### src/design/ata_pkg.sv
// Shared types and constants of the ATA PIO sequencer.
package ata_pkg;

    // Operation codes of an input word
    localparam logic [1:0] OP_START_RD = 2'd0;
    localparam logic [1:0] OP_START_WR = 2'd1;
    localparam logic [1:0] OP_REPLY    = 2'd2;
    localparam logic [1:0] OP_HOST_WR  = 2'd3;

    // Result kinds
    localparam logic [2:0] K_NONE  = 3'd0;
    localparam logic [2:0] K_READ  = 3'd1;
    localparam logic [2:0] K_WRITE = 3'd2;
    localparam logic [2:0] K_HOST  = 3'd3;
    localparam logic [2:0] K_RDY   = 3'd4;

    // Status codes
    localparam logic [1:0] ST_OK    = 2'd0;
    localparam logic [1:0] ST_NODRV = 2'd1;
    localparam logic [1:0] ST_DEVER = 2'd2;
    localparam logic [1:0] ST_TMO   = 2'd3;

    // Device status bits
    localparam int B_BSY = 7;
    localparam int B_DF  = 5;
    localparam int B_DRQ = 3;
    localparam int B_ERR = 0;

    // Port offsets from the channel base
    localparam logic [15:0] OFF_DATA = 16'h0000;
    localparam logic [15:0] OFF_FEAT = 16'h0001;
    localparam logic [15:0] OFF_CNT  = 16'h0002;
    localparam logic [15:0] OFF_LBA0 = 16'h0003;
    localparam logic [15:0] OFF_LBA1 = 16'h0004;
    localparam logic [15:0] OFF_LBA2 = 16'h0005;
    localparam logic [15:0] OFF_SEL  = 16'h0006;
    localparam logic [15:0] OFF_CMD  = 16'h0007;
    localparam logic [15:0] OFF_ALT  = 16'h0206;

    localparam logic [7:0] CMD_READ  = 8'h20;
    localparam logic [7:0] CMD_WRITE = 8'h30;
    localparam logic [7:0] CMD_FLUSH = 8'hE7;
    localparam logic [7:0] SEL_LBA   = 8'hE0;

    localparam logic [8:0]  WORDS_PER_SECTOR = 9'd256;
    localparam logic [16:0] POLL_RESET       = 17'd100000;
    localparam logic [15:0] PRI_RESET        = 16'd496;
    localparam logic [15:0] SEC_RESET        = 16'd368;

    // Register indexes
    localparam logic [1:0] R_MASK  = 2'd0;
    localparam logic [1:0] R_LIMIT = 2'd1;
    localparam logic [1:0] R_PRI   = 2'd2;
    localparam logic [1:0] R_SEC   = 2'd3;

    // Burst head: words that come before the tail
    localparam logic [2:0] H_NONE = 3'd0;
    localparam logic [2:0] H_SEL  = 3'd1;
    localparam logic [2:0] H_TASK = 3'd2;
    localparam logic [2:0] H_HOST = 3'd3;
    localparam logic [2:0] H_PWR  = 3'd4;

    // Burst tail
    localparam logic [2:0] T_NONE  = 3'd0;
    localparam logic [2:0] T_FIN   = 3'd1;
    localparam logic [2:0] T_RD    = 3'd2;
    localparam logic [2:0] T_FLUSH = 3'd3;
    localparam logic [2:0] T_RDY   = 3'd4;

    typedef struct packed {
        logic [3:0]  present_mask;
        logic [16:0] poll_limit;
        logic [15:0] primary_base;
        logic [15:0] secondary_base;
    } t_cfg;

    // One burst of result words, as the front hands it to the back
    typedef struct packed {
        logic [2:0]  head;
        logic [2:0]  tail;
        logic [15:0] base;
        logic [15:0] rd_off;
        logic [15:0] data;
        logic [1:0]  status;
        logic [7:0]  sectors;
        logic [23:0] lba;
        logic        is_write;
    } t_desc;

    typedef struct packed {
        logic [2:0]  kind;
        logic [15:0] port;
        logic [15:0] data;
        logic        fin;
        logic [1:0]  status;
        logic        last;
    } t_item;

endpackage

### src/design/ata_front.sv
// Front: takes input words, steps the transfer state and emits burst descriptors.
module ata_front import ata_pkg::*; #(
    parameter int NUM_DRIVES  = 4,
    parameter int DELAY_READS = 4
) (
    input  logic        i_clk,
    input  logic        i_rst_n,
    input  logic        i_fire,
    input  logic [1:0]  i_operation,
    input  logic [1:0]  i_drive_index,
    input  logic [27:0] i_lba,
    input  logic [7:0]  i_sector_count,
    input  logic [15:0] i_word_value,
    input  t_cfg        i_cfg,
    output logic        o_push,
    output t_desc       o_desc
);

    localparam logic [3:0] PH_IDLE   = 4'd0;
    localparam logic [3:0] PH_BSY    = 4'd1;
    localparam logic [3:0] PH_SELDLY = 4'd2;
    localparam logic [3:0] PH_DRQ    = 4'd3;
    localparam logic [3:0] PH_RDATA  = 4'd4;
    localparam logic [3:0] PH_WDATA  = 4'd5;
    localparam logic [3:0] PH_SECDLY = 4'd6;
    localparam logic [3:0] PH_FLUSH  = 4'd7;

    localparam logic [2:0] DLY_INIT = 3'(DELAY_READS - 1);

    logic [3:0]  r_phase, n_phase;
    logic [15:0] r_base, n_base;
    logic        r_slave, n_slave;
    logic        r_write, n_write;
    logic [7:0]  r_sectors, n_sectors;
    logic [8:0]  r_words, n_words;
    logic [16:0] r_poll, n_poll;
    logic [2:0]  r_delay, n_delay;
    logic [27:0] r_lba, n_lba;

    logic        found;
    logic [1:0]  fpos;
    logic [2:0]  seen;
    logic [16:0] lim;
    logic        poll_hit;
    logic [7:0]  st;
    logic [8:0]  words_dec;
    logic [2:0]  aft_tail;
    logic [3:0]  aft_phase;
    logic [15:0] start_base;
    t_desc       d;

    // n-th present drive
    always_comb begin
        found = 1'b0;
        fpos  = '0;
        seen  = '0;
        for (int p = 0; p < 4; p++) begin
            if (p < NUM_DRIVES && i_cfg.present_mask[p] && !found) begin
                if (seen == {1'b0, i_drive_index}) begin
                    found = 1'b1;
                    fpos  = 2'(p);
                end
                seen = seen + 3'd1;
            end
        end
    end

    assign start_base = fpos[1] ? i_cfg.secondary_base : i_cfg.primary_base;
    assign lim        = (i_cfg.poll_limit == '0) ? 17'd1 : i_cfg.poll_limit;
    assign poll_hit   = r_poll >= lim;
    assign st         = i_word_value[7:0];
    assign words_dec  = r_words - 9'd1;

    // end of a sector or of the task file
    always_comb begin
        if (r_sectors != '0) begin
            aft_tail  = T_RD;
            aft_phase = PH_DRQ;
        end else if (r_write) begin
            aft_tail  = T_FLUSH;
            aft_phase = PH_FLUSH;
        end else begin
            aft_tail  = T_FIN;
            aft_phase = PH_IDLE;
        end
    end

    always_comb begin
        n_phase   = r_phase;
        n_base    = r_base;
        n_slave   = r_slave;
        n_write   = r_write;
        n_sectors = r_sectors;
        n_words   = r_words;
        n_poll    = r_poll;
        n_delay   = r_delay;
        n_lba     = r_lba;
        d          = '0;
        d.head     = H_NONE;
        d.tail     = T_NONE;
        d.base     = r_base;
        d.rd_off   = OFF_CMD;
        d.status   = ST_OK;
        d.sectors  = r_sectors;
        d.lba      = r_lba[23:0];
        d.is_write = r_write;
        if (i_fire) begin
            if (i_operation == OP_START_RD || i_operation == OP_START_WR) begin
                if (r_phase == PH_IDLE) begin
                    if (!found) begin
                        d.tail   = T_FIN;
                        d.status = ST_NODRV;
                    end else begin
                        n_base    = start_base;
                        n_slave   = fpos[0];
                        n_write   = i_operation[0];
                        n_lba     = i_lba;
                        n_sectors = i_sector_count;
                        n_words   = '0;
                        n_poll    = 17'd1;
                        n_phase   = PH_BSY;
                        d.tail    = T_RD;
                        d.base    = start_base;
                    end
                end
            end else if (i_operation == OP_REPLY) begin
                unique case (r_phase)
                    PH_BSY: begin
                        if (st[B_BSY]) begin
                            if (poll_hit) begin
                                d.tail   = T_FIN;
                                d.status = ST_TMO;
                                n_phase  = PH_IDLE;
                            end else begin
                                d.tail = T_RD;
                                n_poll = r_poll + 17'd1;
                            end
                        end else begin
                            d.head   = H_SEL;
                            d.data   = {8'h00, SEL_LBA | {3'b000, r_slave, r_lba[27:24]}};
                            d.tail   = T_RD;
                            d.rd_off = OFF_ALT;
                            n_delay  = DLY_INIT;
                            n_phase  = PH_SELDLY;
                        end
                    end
                    PH_SELDLY, PH_SECDLY: begin
                        if (r_delay != '0) begin
                            d.tail   = T_RD;
                            d.rd_off = OFF_ALT;
                            n_delay  = r_delay - 3'd1;
                        end else begin
                            if (r_phase == PH_SELDLY) d.head = H_TASK;
                            d.tail  = aft_tail;
                            d.status = ST_OK;
                            n_phase = aft_phase;
                            n_poll  = 17'd1;
                        end
                    end
                    PH_DRQ: begin
                        if (st[B_DRQ]) begin
                            n_words = WORDS_PER_SECTOR;
                            if (r_write) begin
                                d.tail  = T_RDY;
                                n_phase = PH_WDATA;
                            end else begin
                                d.tail   = T_RD;
                                d.rd_off = OFF_DATA;
                                n_phase  = PH_RDATA;
                            end
                        end else if (poll_hit) begin
                            d.tail   = T_FIN;
                            d.status = ST_TMO;
                            n_phase  = PH_IDLE;
                        end else if (st[B_ERR] || st[B_DF]) begin
                            d.tail   = T_FIN;
                            d.status = ST_DEVER;
                            n_phase  = PH_IDLE;
                        end else begin
                            d.tail = T_RD;
                            n_poll = r_poll + 17'd1;
                        end
                    end
                    PH_RDATA: begin
                        d.head  = H_HOST;
                        d.data  = i_word_value;
                        n_words = words_dec;
                        if (words_dec != '0) begin
                            d.tail   = T_RD;
                            d.rd_off = OFF_DATA;
                        end else begin
                            n_sectors = r_sectors - 8'd1;
                            d.tail    = T_RD;
                            d.rd_off  = OFF_ALT;
                            n_delay   = DLY_INIT;
                            n_phase   = PH_SECDLY;
                        end
                    end
                    PH_FLUSH: begin
                        if (st[B_BSY] && !poll_hit) begin
                            d.tail = T_RD;
                            n_poll = r_poll + 17'd1;
                        end else begin
                            d.tail  = T_FIN;
                            n_phase = PH_IDLE;
                        end
                    end
                    default: ;
                endcase
            end else if (r_phase == PH_WDATA) begin
                d.head  = H_PWR;
                d.data  = i_word_value;
                n_words = words_dec;
                if (words_dec == '0) begin
                    n_sectors = r_sectors - 8'd1;
                    d.tail    = T_RD;
                    d.rd_off  = OFF_ALT;
                    n_delay   = DLY_INIT;
                    n_phase   = PH_SECDLY;
                end
            end
        end
    end

    assign o_push = i_fire && (d.head != H_NONE || d.tail != T_NONE);
    assign o_desc = d;

    always_ff @(posedge i_clk) begin
        if (!i_rst_n) begin
            r_phase   <= PH_IDLE;
            r_base    <= '0;
            r_slave   <= 1'b0;
            r_write   <= 1'b0;
            r_sectors <= '0;
            r_words   <= '0;
            r_poll    <= '0;
            r_delay   <= '0;
            r_lba     <= '0;
        end else begin
            r_phase   <= n_phase;
            r_base    <= n_base;
            r_slave   <= n_slave;
            r_write   <= n_write;
            r_sectors <= n_sectors;
            r_words   <= n_words;
            r_poll    <= n_poll;
            r_delay   <= n_delay;
            r_lba     <= n_lba;
        end
    end

endmodule

### src/design/ata_queue.sv
// Two-entry descriptor queue between front and back.
module ata_queue import ata_pkg::*; (
    input  logic  i_clk,
    input  logic  i_rst_n,
    input  logic  i_push,
    input  t_desc i_desc,
    input  logic  i_pop,
    output logic  o_valid,
    output logic  o_full,
    output t_desc o_desc
);

    t_desc      r_mem [2];
    logic       r_wp, r_rp;
    logic [1:0] r_cnt;

    assign o_valid = r_cnt != 2'd0;
    assign o_full  = r_cnt == 2'd2;
    assign o_desc  = r_mem[r_rp];

    always_ff @(posedge i_clk) begin
        if (i_push) r_mem[r_wp] <= i_desc;
    end

    always_ff @(posedge i_clk) begin
        if (!i_rst_n) begin
            r_wp  <= 1'b0;
            r_rp  <= 1'b0;
            r_cnt <= '0;
        end else begin
            if (i_push) r_wp <= ~r_wp;
            if (i_pop)  r_rp <= ~r_rp;
            r_cnt <= r_cnt + {1'b0, i_push} - {1'b0, i_pop};
        end
    end

endmodule

### src/design/ata_back.sv
// Back: expands a burst descriptor into result words, one per cycle while the output is not stalled.
module ata_back import ata_pkg::*; (
    input  logic  i_clk,
    input  logic  i_rst_n,
    input  logic  i_q_valid,
    input  t_desc i_desc,
    output logic  o_pop,
    output logic  o_valid,
    input  logic  i_ready,
    output t_item o_item
);

    logic [2:0] r_idx;
    logic       r_valid;
    t_item      r_item;
    t_item      item;
    logic [2:0] hcnt, tcnt, total, tidx;
    logic       load;

    always_comb begin
        case (i_desc.head)
            H_SEL, H_HOST, H_PWR: hcnt = 3'd1;
            H_TASK:               hcnt = 3'd6;
            default:              hcnt = 3'd0;
        endcase
        case (i_desc.tail)
            T_FIN, T_RD, T_RDY: tcnt = 3'd1;
            T_FLUSH:            tcnt = 3'd2;
            default:            tcnt = 3'd0;
        endcase
    end

    assign total = hcnt + tcnt;
    assign tidx  = r_idx - hcnt;

    always_comb begin
        item = '0;
        if (r_idx < hcnt) begin
            unique case (i_desc.head)
                H_SEL: begin
                    item.kind = K_WRITE;
                    item.port = i_desc.base + OFF_SEL;
                    item.data = i_desc.data;
                end
                H_TASK: begin
                    item.kind = K_WRITE;
                    unique case (r_idx)
                        3'd0: item.port = i_desc.base + OFF_FEAT;
                        3'd1: begin
                            item.port = i_desc.base + OFF_CNT;
                            item.data = {8'h00, i_desc.sectors};
                        end
                        3'd2: begin
                            item.port = i_desc.base + OFF_LBA0;
                            item.data = {8'h00, i_desc.lba[7:0]};
                        end
                        3'd3: begin
                            item.port = i_desc.base + OFF_LBA1;
                            item.data = {8'h00, i_desc.lba[15:8]};
                        end
                        3'd4: begin
                            item.port = i_desc.base + OFF_LBA2;
                            item.data = {8'h00, i_desc.lba[23:16]};
                        end
                        default: begin
                            item.port = i_desc.base + OFF_CMD;
                            item.data = {8'h00, i_desc.is_write ? CMD_WRITE : CMD_READ};
                        end
                    endcase
                end
                H_HOST: begin
                    item.kind = K_HOST;
                    item.data = i_desc.data;
                end
                default: begin
                    item.kind = K_WRITE;
                    item.port = i_desc.base + OFF_DATA;
                    item.data = i_desc.data;
                end
            endcase
        end else begin
            unique case (i_desc.tail)
                T_FIN: begin
                    item.kind   = K_NONE;
                    item.fin    = 1'b1;
                    item.status = i_desc.status;
                end
                T_RD: begin
                    item.kind = K_READ;
                    item.port = i_desc.base + i_desc.rd_off;
                end
                T_FLUSH: begin
                    item.port = i_desc.base + OFF_CMD;
                    if (tidx == 3'd0) begin
                        item.kind = K_WRITE;
                        item.data = {8'h00, CMD_FLUSH};
                    end else begin
                        item.kind = K_READ;
                    end
                end
                default: item.kind = K_RDY;
            endcase
        end
        item.last = r_idx == total - 3'd1;
    end

    assign load    = !r_valid || i_ready;
    assign o_pop   = load && i_q_valid && item.last;
    assign o_valid = r_valid;
    assign o_item  = r_item;

    always_ff @(posedge i_clk) begin
        if (load && i_q_valid) r_item <= item;
    end

    always_ff @(posedge i_clk) begin
        if (!i_rst_n) begin
            r_valid <= 1'b0;
            r_idx   <= '0;
        end else if (load) begin
            r_valid <= i_q_valid;
            if (i_q_valid) r_idx <= item.last ? 3'd0 : r_idx + 3'd1;
        end
    end

endmodule

### src/design/ata_pio_sector_transfer_unit.sv
// Top level of the ATA PIO LBA28 host sequencer.
//
// ATA PIO LBA28 host sequencer. Input words (start read/write, device read
// reply, host write word) are taken at one per cycle: each word updates the
// transfer state in the cycle it is accepted and, where it causes results,
// leaves one burst descriptor in a two-entry queue. The back end plays each
// burst out one result word per cycle (one to eight words, the task-file
// burst being the longest) through an output register, so input and output
// stall independently. Input ready drops only while the queue holds two
// bursts. Every port read result must be answered by one device reply word.
// Registers (APB, 32-bit data): 0x0 present mask, 0x4 poll limit,
// 0x8 primary base, 0xC secondary base; write them only while idle.
module ata_pio_sector_transfer_unit import ata_pkg::*; #(
    parameter int NUM_DRIVES  = 4,
    parameter int DELAY_READS = 4
) (
    input  logic        i_clk,
    input  logic        i_rst_n,
    // input words
    input  logic        i_in_valid,
    output logic        o_in_ready,
    input  logic [1:0]  i_operation,
    input  logic [1:0]  i_drive_index,
    input  logic [27:0] i_lba,
    input  logic [7:0]  i_sector_count,
    input  logic [15:0] i_word_value,
    // result words
    output logic        o_out_valid,
    input  logic        i_out_ready,
    output logic [2:0]  o_access_kind,
    output logic [15:0] o_port,
    output logic [15:0] o_bus_data,
    output logic        o_finished,
    output logic [1:0]  o_status_code,
    output logic        o_last,
    // APB config
    input  logic        psel,
    input  logic        penable,
    input  logic        pwrite,
    input  logic [3:0]  paddr,
    input  logic [31:0] pwdata,
    output logic [31:0] prdata,
    output logic        pready
);

    t_cfg  r_cfg;
    logic  fire, push, q_valid, q_full, pop;
    t_desc push_desc, q_desc;
    t_item item;

    assign pready = 1'b1;

    always_ff @(posedge i_clk) begin
        if (!i_rst_n) begin
            r_cfg.present_mask   <= '0;
            r_cfg.poll_limit     <= POLL_RESET;
            r_cfg.primary_base   <= PRI_RESET;
            r_cfg.secondary_base <= SEC_RESET;
        end else if (psel && penable && pwrite) begin
            unique case (paddr[3:2])
                R_MASK:  r_cfg.present_mask   <= pwdata[3:0];
                R_LIMIT: r_cfg.poll_limit     <= pwdata[16:0];
                R_PRI:   r_cfg.primary_base   <= pwdata[15:0];
                default: r_cfg.secondary_base <= pwdata[15:0];
            endcase
        end
    end

    always_comb begin
        unique case (paddr[3:2])
            R_MASK:  prdata = {28'd0, r_cfg.present_mask};
            R_LIMIT: prdata = {15'd0, r_cfg.poll_limit};
            R_PRI:   prdata = {16'd0, r_cfg.primary_base};
            default: prdata = {16'd0, r_cfg.secondary_base};
        endcase
    end

    assign o_in_ready = !q_full;
    assign fire       = i_in_valid && o_in_ready;

    ata_front #(
        .NUM_DRIVES  (NUM_DRIVES),
        .DELAY_READS (DELAY_READS)
    ) u_front (
        .i_clk          (i_clk),
        .i_rst_n        (i_rst_n),
        .i_fire         (fire),
        .i_operation    (i_operation),
        .i_drive_index  (i_drive_index),
        .i_lba          (i_lba),
        .i_sector_count (i_sector_count),
        .i_word_value   (i_word_value),
        .i_cfg          (r_cfg),
        .o_push         (push),
        .o_desc         (push_desc)
    );

    ata_queue u_queue (
        .i_clk   (i_clk),
        .i_rst_n (i_rst_n),
        .i_push  (push),
        .i_desc  (push_desc),
        .i_pop   (pop),
        .o_valid (q_valid),
        .o_full  (q_full),
        .o_desc  (q_desc)
    );

    ata_back u_back (
        .i_clk     (i_clk),
        .i_rst_n   (i_rst_n),
        .i_q_valid (q_valid),
        .i_desc    (q_desc),
        .o_pop     (pop),
        .o_valid   (o_out_valid),
        .i_ready   (i_out_ready),
        .o_item    (item)
    );

    assign o_access_kind = item.kind;
    assign o_port        = item.port;
    assign o_bus_data    = item.data;
    assign o_finished    = item.fin;
    assign o_status_code = item.status;
    assign o_last        = item.last;

endmodule

### config.mk
export PLATFORM = sky130hd
export DESIGN_NAME = ata_pio_sector_transfer_unit
export DESIGN_NICKNAME = d
export VERILOG_FILES = /design/src/design/ata_pkg.sv /design/src/design/ata_front.sv /design/src/design/ata_queue.sv /design/src/design/ata_back.sv /design/src/design/ata_pio_sector_transfer_unit.sv
export SDC_FILE = /design/constraint.sdc
export NUM_CORES = 1
export LEC_CHECK = 0
export ABC_AREA = 0
export BUFFER_PORTS_ARGS = -buffer_cell sky130_fd_sc_hd__buf_2
export CORE_ASPECT_RATIO = 2
export CORE_UTILIZATION = 65
export DETAILED_ROUTE_END_ITERATION = 7
export PLACE_DENSITY = 0.84
export SLEW_MARGIN = 15
export SYNTH_ARGS = -nofsm -noshare
export SYNTH_HDL_FRONTEND = slang
export SYNTH_SLANG_ARGS = --single-unit
### constraint.sdc
create_clock -name i_clk -period 9.6 [get_ports i_clk]
set_input_delay 0.96 -clock i_clk [delete_from_list [all_inputs] [get_ports i_clk]]
set_output_delay 0.96 -clock i_clk [all_outputs]
set_load 0.02 [all_outputs]
# == Word-level counts from Yosys, hierarchy flattened ==
# Memory sizes are Yosys's and may differ from the RTL's. A register that Yosys moved wholly into a read port is not among the register bits.
# Cells that the tools add are included.
# Widths: inputs -> output; s select.
# op_classes
div_mod_pow,0
reduce_logical,57
n_shift,0
n_eq_ne,51
mul,0
muxes,138
n_lt_le_gt_ge,2
bitwise,5
addsub,20
# op_table
operator,count
$mux 17,12
$mux 16,6
$mux 32,3
$pmux 16 s5,1
$mux 8,9
$pmux 17 s4,1
$add 16x3->16 const B,4
$pmux 16 s2,2
$pmux 16 s4,1
$mux 3,20
$mux 4,15
$mux 56,1
$mux 9,6
$pmux 17 s3,1
$pmux 16 s3,1
$mux 2,22
$pmux 8 s5,1
$mux 35,1
$add 16x2->16 const B,2
$mux 10,3
$pmux 3 s3,3
$mux 26,1
$ne 4x3->1 const B,5
$pmux 4 s5,1
other kinds (64),151
# word_totals
n_memories,1
output_inout_bits,74
in_bits,99
romBits,0
ff_bits,187
ramBits,178
latch_bits,0
elab_cells,298
# memory_table
memory,words,word_bits,read_ports,rd_ports_with_merged_regs,wr,line_no,text
u_queue.r_mem,2,89,1,1,1,ata_queue.sv:13,t_desc r_mem [2];

# == Longest topological paths before layout ==
# Gate-level depths: netlist of the first run.
# logic_depth
word_depth,22
ltp_mapped,22

# == Modules after synthesis ==
# From an unflattened synthesis of the first run, not the netlist that was laid out.
# hier_totals
cells_unflattened,1983
hier_area_um2,20405.8
# by_module_without_submodules
module,seq_area_each_um2,area_per_inst_um2,cells_each,n_inst
ata_queue,5445.2,6681.4,298,1
ata_front,1721.7,5933.2,783,1
ata_back,1251.2,5210.0,641,1
ata_pio_sector_transfer_unit,1061.0,2581.2,261,1

# == Worst setup path before layout of the first run ==
# Ideal clock, no wire load.
# synth_path
kind,input to register
from,in i_drive_index[1]
to,mem u_queue.r_mem[0][0] in the netlist's numbering (enable)
arrival_ps,5862
cell_stages,10
slack_ps,3227
required_time_ps,9089
n_path_buf,0
cell_sequence,nor3b_1 -> nor2b_1 -> ha_1 -> nand2b_1 -> o21a_1 -> o31ai_1 -> nand3_1 -> a21boi_1 -> a221oi_1 -> nor2_1
# synth_between
elab_chain_len,21
elab_cells_between_ends,30
# synth_lines
element,line_no,text
"start, declared",ata_pio_sector_transfer_unit.sv:23,"input logic [1:0] i_drive_index,"
branches (longest 11 deep; another with $add 3x1->3),--,
$mux 1 (*),ata_front.sv:58,if (p < NUM_DRIVES && i_cfg.present_mask[p] && !found) begin
$mux 2 (*),ata_front.sv:110,if (!found) begin
$mux 19 (*),ata_front.sv:109,if (r_phase == PH_IDLE) begin
$mux 3 (*),ata_front.sv:108,if (i_operation == OP_START_RD || i_operation == OP_START_WR) begin
$mux 56 (*),ata_front.sv:107,if (i_fire) begin
$reduce_bool 3->1 (*),ata_front.sv:225,assign o_push = i_fire && (d.head != H_NONE || d.tail != T_NONE);
$logic_or 1x1->1 (*),ata_front.sv:225,
$logic_and 1x1->1 (*),ata_front.sv:225,
$mux 1 (*),ata_queue.sv:22,if (i_push) r_mem[r_wp] <= i_desc;
$mux 1 (implied by the code) (*),ata_queue.sv:22,
"end, declared",ata_queue.sv:13,
# Mark *: on every way between the ends.

==> results of run 1 <==
==> sequential cells by signal, indices dropped and copies added, names as in the netlist, 8 cells and up, named ones only <==
| register | cells |
|---|---|
| r_cfg | 53 |
| u_front.r_poll | 17 |
| u_back.o_item | 39 |
| u_front.r_lba | 28 |
| u_front.r_words | 9 |
| u_front.r_sectors | 8 |
| u_queue.r_mem | 152 |
| u_front.r_base | 16 |
==> worst paths after layout <==
path / slack [ns] / to
worst min register to register: 0.46 / u_queue.r_mem[0][7]
worst min-delay path: 0.46 / u_queue.r_mem[0][7]
worst max register to register: 4.35 / u_back.o_item[31]
worst max-delay path: 4.35 / u_back.o_item[31]
==> power by group <==
group | leakage (nW) | total, W | internal [W] | switching, W
Combinational | 3.50 | 0.00135 | 0.000448 | 0.000899
Sequential | 3.05 | 0.00180 | 0.00172 | 0.0000790
Clock | 0.515 | 0.00130 | 0.000757 | 0.000542
Total | 7.07 | 0.00444 | 0.00292 | 0.00152
==> critical path, cell delays in order (launching register included) <==
cell	delay [ns]
dfxtp_4	0.84
nand2_1	0.15
o32ai_2	0.45
and2b_1	0.38
clkinv_1	0.40
ha_1	0.43
nor2b_1	0.13
o21ai_0	0.21
nand2_1	0.39
nor2_1	0.92
nand2_1	0.39
o311ai_1	0.35
==> placed cells by master (no fill, tap or decap), types with 12 or more instances in the layout <==
cell       count
a211oi_1      44
a21oi_1      164
a22o_1        20
a22oi_1       14
a31oi_1       23
and2_1        12
and3_1        19
buf_2        139
buf_4         20
clkbuf_16     30
conb_1        16
dfxtp_1      147
edfxtp_1     191
ha_1          46
inv_1         60
mux2_2        32
mux2i_1       84
nand2_1      252
nand2b_1      16
nand3_1       46
nand3b_1      16
nand4_1       13
nor2_1       132
nor2b_1       16
nor3_1        33
o211ai_1      17
o21a_1        19
o21ai_0       67
o221ai_1      12
o22ai_1       25
xnor2_1       29
xor2_1        13
==> logic make-up after synthesis <==
family | synth area share
simple gates | 0.157
xor+xnor | 0.0204
fa+ha+maj | 0.0352
mux | 0.0722
other cells | 0.000416
compound gates | 0.188
buf+inv | 0.0443
flops | 0.482
==> metrics by stage <==
stage	utilization	hold slack [ns]	setup WS [ns]	area [um^2]	instances
2_1_floorplan	-	0.425	3.23	18100	1878
3_3_place_gp	0.695	0.429	4.73	18900	2260
3_5_place_dp	0.695	0.443	4.67	18900	2260
4_1_cts	0.734	0.457	4.63	19900	2312
5_1_grt	0.734	0.464	4.15	19900	2312
6_report	0.734	0.460	4.35	19900	2312
==> layout make-up <==
| type | instances | area (um^2) |
|---|---|---|
| inverter | 64 | 241 |
| multi-input combinational | 1350 | 8630 |
| tap | 348 | 435 |
| sequential | 339 | 8700 |
| timing repair buffer | 159 | 846 |
| clock buffer | 35 | 800 |
| clock inverter | 17 | 250 |
| fill | 1948 | 7220 |
==> layer usage <==
layer	global-route usage	vias up	wire, um
met4	0.243	0	3570
met5	0	-	0
met1	0.390	7349	18200
met2	0.633	788	26500
met3	0.0432	230	3260
li1	-	7024	-
==> run metrics, run 1 <==
first-pass GRT wire length between 70 and 80 mm; vias in the first global route 14.8k; worst hold path class register to register; Fin. Hold Viols 0; Post-route DRC 0; Arr. time, crit path 5.63 ns; status finished, final reports clean; H-tree Lvls 1; DR pass1 iterations 7; post_cts resized 0; Placer Congestion about 1.0; # setup viols final 0; HPWL Detailed about 36 mm; Synth area leader edfxtp_1; Mapped Area about 0.018 mm^2; Leak Pwr slightly above 7 nW; pwr dens 223 mW/mm^2; num rows 85; Yosys top cell area share 0.318; Core Area 0.0271 mm^2; CP Launch Type register; Num CTS Buffers 28; total power between 0.004 and 0.005 W; fin crit period 5.25 ns; EDFF count, synth about 190; Ports about 170; CP Class register to register; fraction of registers with async set/reset 0; Seq/Total Area, Yosys 0.482; share of layout cells above drive strength 1 0.136; CP Capture Type register; WL per Instance 22.3 um; Starting Density 0.665; width of the die ~120 um; drt first-iter violations 1408; Reg2Reg Depth 11; cell count after synthesis 1864; antenna-violating nets left 0; fin nets approximately 2.1k; Root Buffer clkbuf_16; clock buffer depth 3; Crit Path Max Fanout 62; WP data required around 10 ns; largest net degree at the start of global routing between 90 and 100; hold_buf cts 0; Clock Sink Count around 340; via count 15.4k; Max Clock Freq about 190 MHz; n_diodes 0; initial antenna violation count 0; top cells by area, synth edfxtp_1 32%, dfxtp_1 16%, nand2_1 5.2%; Distinct cells, synth 88; Total GRT Usage 0.356; postcts setup bufs 0; Port Buf Inserts roughly 140; die area around 0.028 mm^2; Max-slew headroom 0.183; GRT overflow 0; CTS tree yes; peak supply drop between 0.15 and 0.2 mV; Skew-Pair Late Insertion Delay roughly 0.56 ns; Clock Skew 0.00950 ns; top-count cell post-synth nand2_1; Die Height 238 um; dominant synthesized flop cell edfxtp_1; Warnings, synthesis 0; Slew @ Worst Pin around 1.2 ns; #FFs+latches synth 339; hold depth 0; unrepaired setup endpoints after global routing false; Syn Area/Cell 9.67 um^2; Slew Viols, Final 0; Area Growth Syn to Fin 10.4%; Period Utilization, post-route 0.547; total negative slack 0 ns; top post-synthesis cells by count 252 x nand2_1, 191 x edfxtp_1, 164 x a21oi_1, 148 x dfxtp_1, 136 x nor2_1; Reg clk slew, reported paths around 0.070 ns; Total Wirelength between 50 and 60 mm; Max-Cap Viols 0; vias per cell approximately 6.7; hold wc startpoint u_front.r_lba[6]
Note: power is estimated with default switching activity, not from simulation.
==> inputs of run 2 (changes only) <==
--- a/config.mk
+++ b/config.mk
@@ -8,9 +8,9 @@
 export ABC_AREA = 0
 export BUFFER_PORTS_ARGS = -buffer_cell sky130_fd_sc_hd__buf_2
 export CORE_ASPECT_RATIO = 2
-export CORE_UTILIZATION = 65
+export CORE_UTILIZATION = 60
 export DETAILED_ROUTE_END_ITERATION = 7
-export PLACE_DENSITY = 0.84
+export PLACE_DENSITY = 0.79
 export SLEW_MARGIN = 15
 export SYNTH_ARGS = -nofsm -noshare
 export SYNTH_HDL_FRONTEND = slang
==> constraint.sdc (replaced) <==
create_clock -name i_clk -period 5.5 [get_ports i_clk]
set_input_delay 0.55 -clock i_clk [delete_from_list [all_inputs] [get_ports i_clk]]
set_output_delay 0.55 -clock i_clk [all_outputs]
set_load 0.02 [all_outputs]
==> run metrics, run 2 (synthesized netlist as in run 1, its figures left out) <==
Storage cell area 0.00870 mm^2 (unchanged); Max-Cap Viols 0 (unchanged); Hold WS 0.216 ns (-0.244 ns); CP Launch Type register; Total Wirelength 50.2 mm (-2.5%); drt first-iter violations 1213 (-14%); Fin. Hold Viols 0 (unchanged); first-pass GRT wire length 77.5 mm (-1.1%); status finished, final reports clean; Port Buf Inserts 139 (unchanged); num rows 89 (+4.7%); via count 15.1k (-1.7%); Num CTS Buffers 29 (+3.6%); Post-route DRC 0 (unchanged); vias in the first global route 14.5k (-2.1%); HPWL Detailed 35.7 mm (+0.11%); vias per cell 6.46 (-2.9%); Max Clock Freq 214 MHz (+12%); Clock Skew 0.0144 ns (+0.00492 ns); Period Utilization, post-route 0.851 (+0.304); DR pass1 iterations 6 (-1); Max-slew headroom 0.184 (+0.00114); Placer Congestion 1.02 (-1.0%); hold_buf cts 0 (unchanged); Largest register FFs 152 (unchanged); H-tree Lvls 1 (unchanged); Most flops, register u_queue.r_mem; Leak Pwr 7.06 nW (-0.10%); worst hold path class input port to register; fin nets 2100 (+0.48%); Reg clk slew, reported paths 0.07 ns (about the same); antenna-violating nets left 0 (unchanged); area of the multi-input gates 0.00863 mm^2 (unchanged); CTS tree yes; Starting Density 0.611 (-0.0539); postcts setup bufs 0 (unchanged); Area Growth Syn to Fin 10.4% (about the same); width of the die 125 um (+4.0%); WL per Instance 21.4 um (-3.7%); Total GRT Usage 0.320 (-0.0359); Clock Sink Count 339 (unchanged); Slew Viols, Final 0 (unchanged); Slew @ Worst Pin 1.22 ns (+0.00195 ns); most frequent cells in the layout 252 x nand2_1, 191 x edfxtp_1, 164 x a21oi_1; largest net degree at the start of global routing 77 (-20%); CP Capture Type register; Core Area 0.0295 mm^2 (+8.8%); fin crit period 4.68 ns (-0.569 ns); unrepaired setup endpoints after global routing false; Crit Path Max Fanout 5 (-92%); # setup viols final 0 (unchanged); post_cts resized 0 (unchanged); Die Height 247 um (+4.0%); total power 0.00760 W (+71%); pwr dens 382 mW/mm^2 (+71%); peak supply drop 0.293 mV (+54%); clock buffer depth 3 (unchanged); initial antenna violation count 0 (unchanged); Root Buffer clkbuf_16; WP data required 5.93 ns (-4.05 ns); share of layout cells above drive strength 1 0.140 (+0.00380); Skew-Pair Late Insertion Delay 0.57 ns (about the same); CP Class register to register; fin area 0.0199 mm^2 (about the same); fill count 2355 (+21%); most common cell after layout, fill and taps aside nand2_1; dpl cell area 0.0189 mm^2 (+0.46%); die area 0.0308 mm^2 (+8.2%); Ports 173 (unchanged); GRT overflow 0 (unchanged); Arr. time, crit path 5.11 ns (-0.52 ns)
run 2: cell count changes in the layout (fill, tap and decap cells not counted), sizes merged:
cell / previous run / this run
buf: 159 / 168
clkbuf: 35 / 34
bufinv: 6 / 3
clkinv: 10 / 12
clkinvlp: 1 / 5
diode: 0 / 2
run 2: through the flow:
stage	setup WS, ns	setup TNS [ns]	instances	util
global route	0.543	0	2339	0.675
finish	0.818	0	2341	0.675
detailed placement	0.897	0	2285	0.642
CTS	0.859	0	2339	0.675
global placement	0.975	0	2285	0.642
floorplan	-0.498	-75.64	1878	-
run 2: layout make-up:
cell class | instances | share of cell area
Antenna cell | 2 | 0.000251
Clock buffer | 34 | 0.0384
Clock inverter | 20 | 0.0103
Inverter | 64 | 0.0121
Multi-Input combinational cell | 1350 | 0.433
Sequential cell | 339 | 0.437
Tap cell | 364 | 0.0229
Timing Repair Buffer | 168 | 0.0459
run 2: final timing paths:
kind                     startpoint           endpoint  slack (ns)  cells past startpoint
setup / recovery          r_cfg[40]   u_queue.r_cnt[1]        0.82                     16
hold / removal           pwdata[16]          r_cfg[48]        0.22                      3
setup reg to reg          r_cfg[40]   u_queue.r_cnt[1]        0.82                     16
hold reg to reg   u_front.r_lba[24]  u_front.r_lba[24]        0.46                      2
run 2: report_power, final:
part           internal [W]  total, W  leakage [nW]  switching, W
Sequential          0.00300   0.00313          3.05      0.000130
Clock               0.00115   0.00209         0.464      0.000941
Combinational      0.000803   0.00238          3.55       0.00158
Total               0.00495   0.00760          7.06       0.00265
run 2: critical path: stages, from the launching register on:
cell	delay, ns
dfxtp_1	0.34
nor4_1	0.36
nand2_1	0.10
nor4_1	0.52
a31o_2	0.25
ha_1	0.22
nor2b_1	0.12
o221ai_1	0.11
a211oi_1	0.49
o21a_1	0.32
o221ai_1	0.20
a221oi_1	0.76
inv_1	0.12
ha_1	0.25
xor2_1	0.17
xnor2_1	0.14
nor2_1	0.06
run 2: metal layers:
metal / track usage / up-vias / part of all wire
li1: - / 7059 / -
met1: 0.350 / 7197 / 0.36
met2: 0.573 / 673 / 0.51
met3: 0.0381 / 199 / 0.055
met4: 0.223 / 0 / 0.071
met5: 0 / - / 0
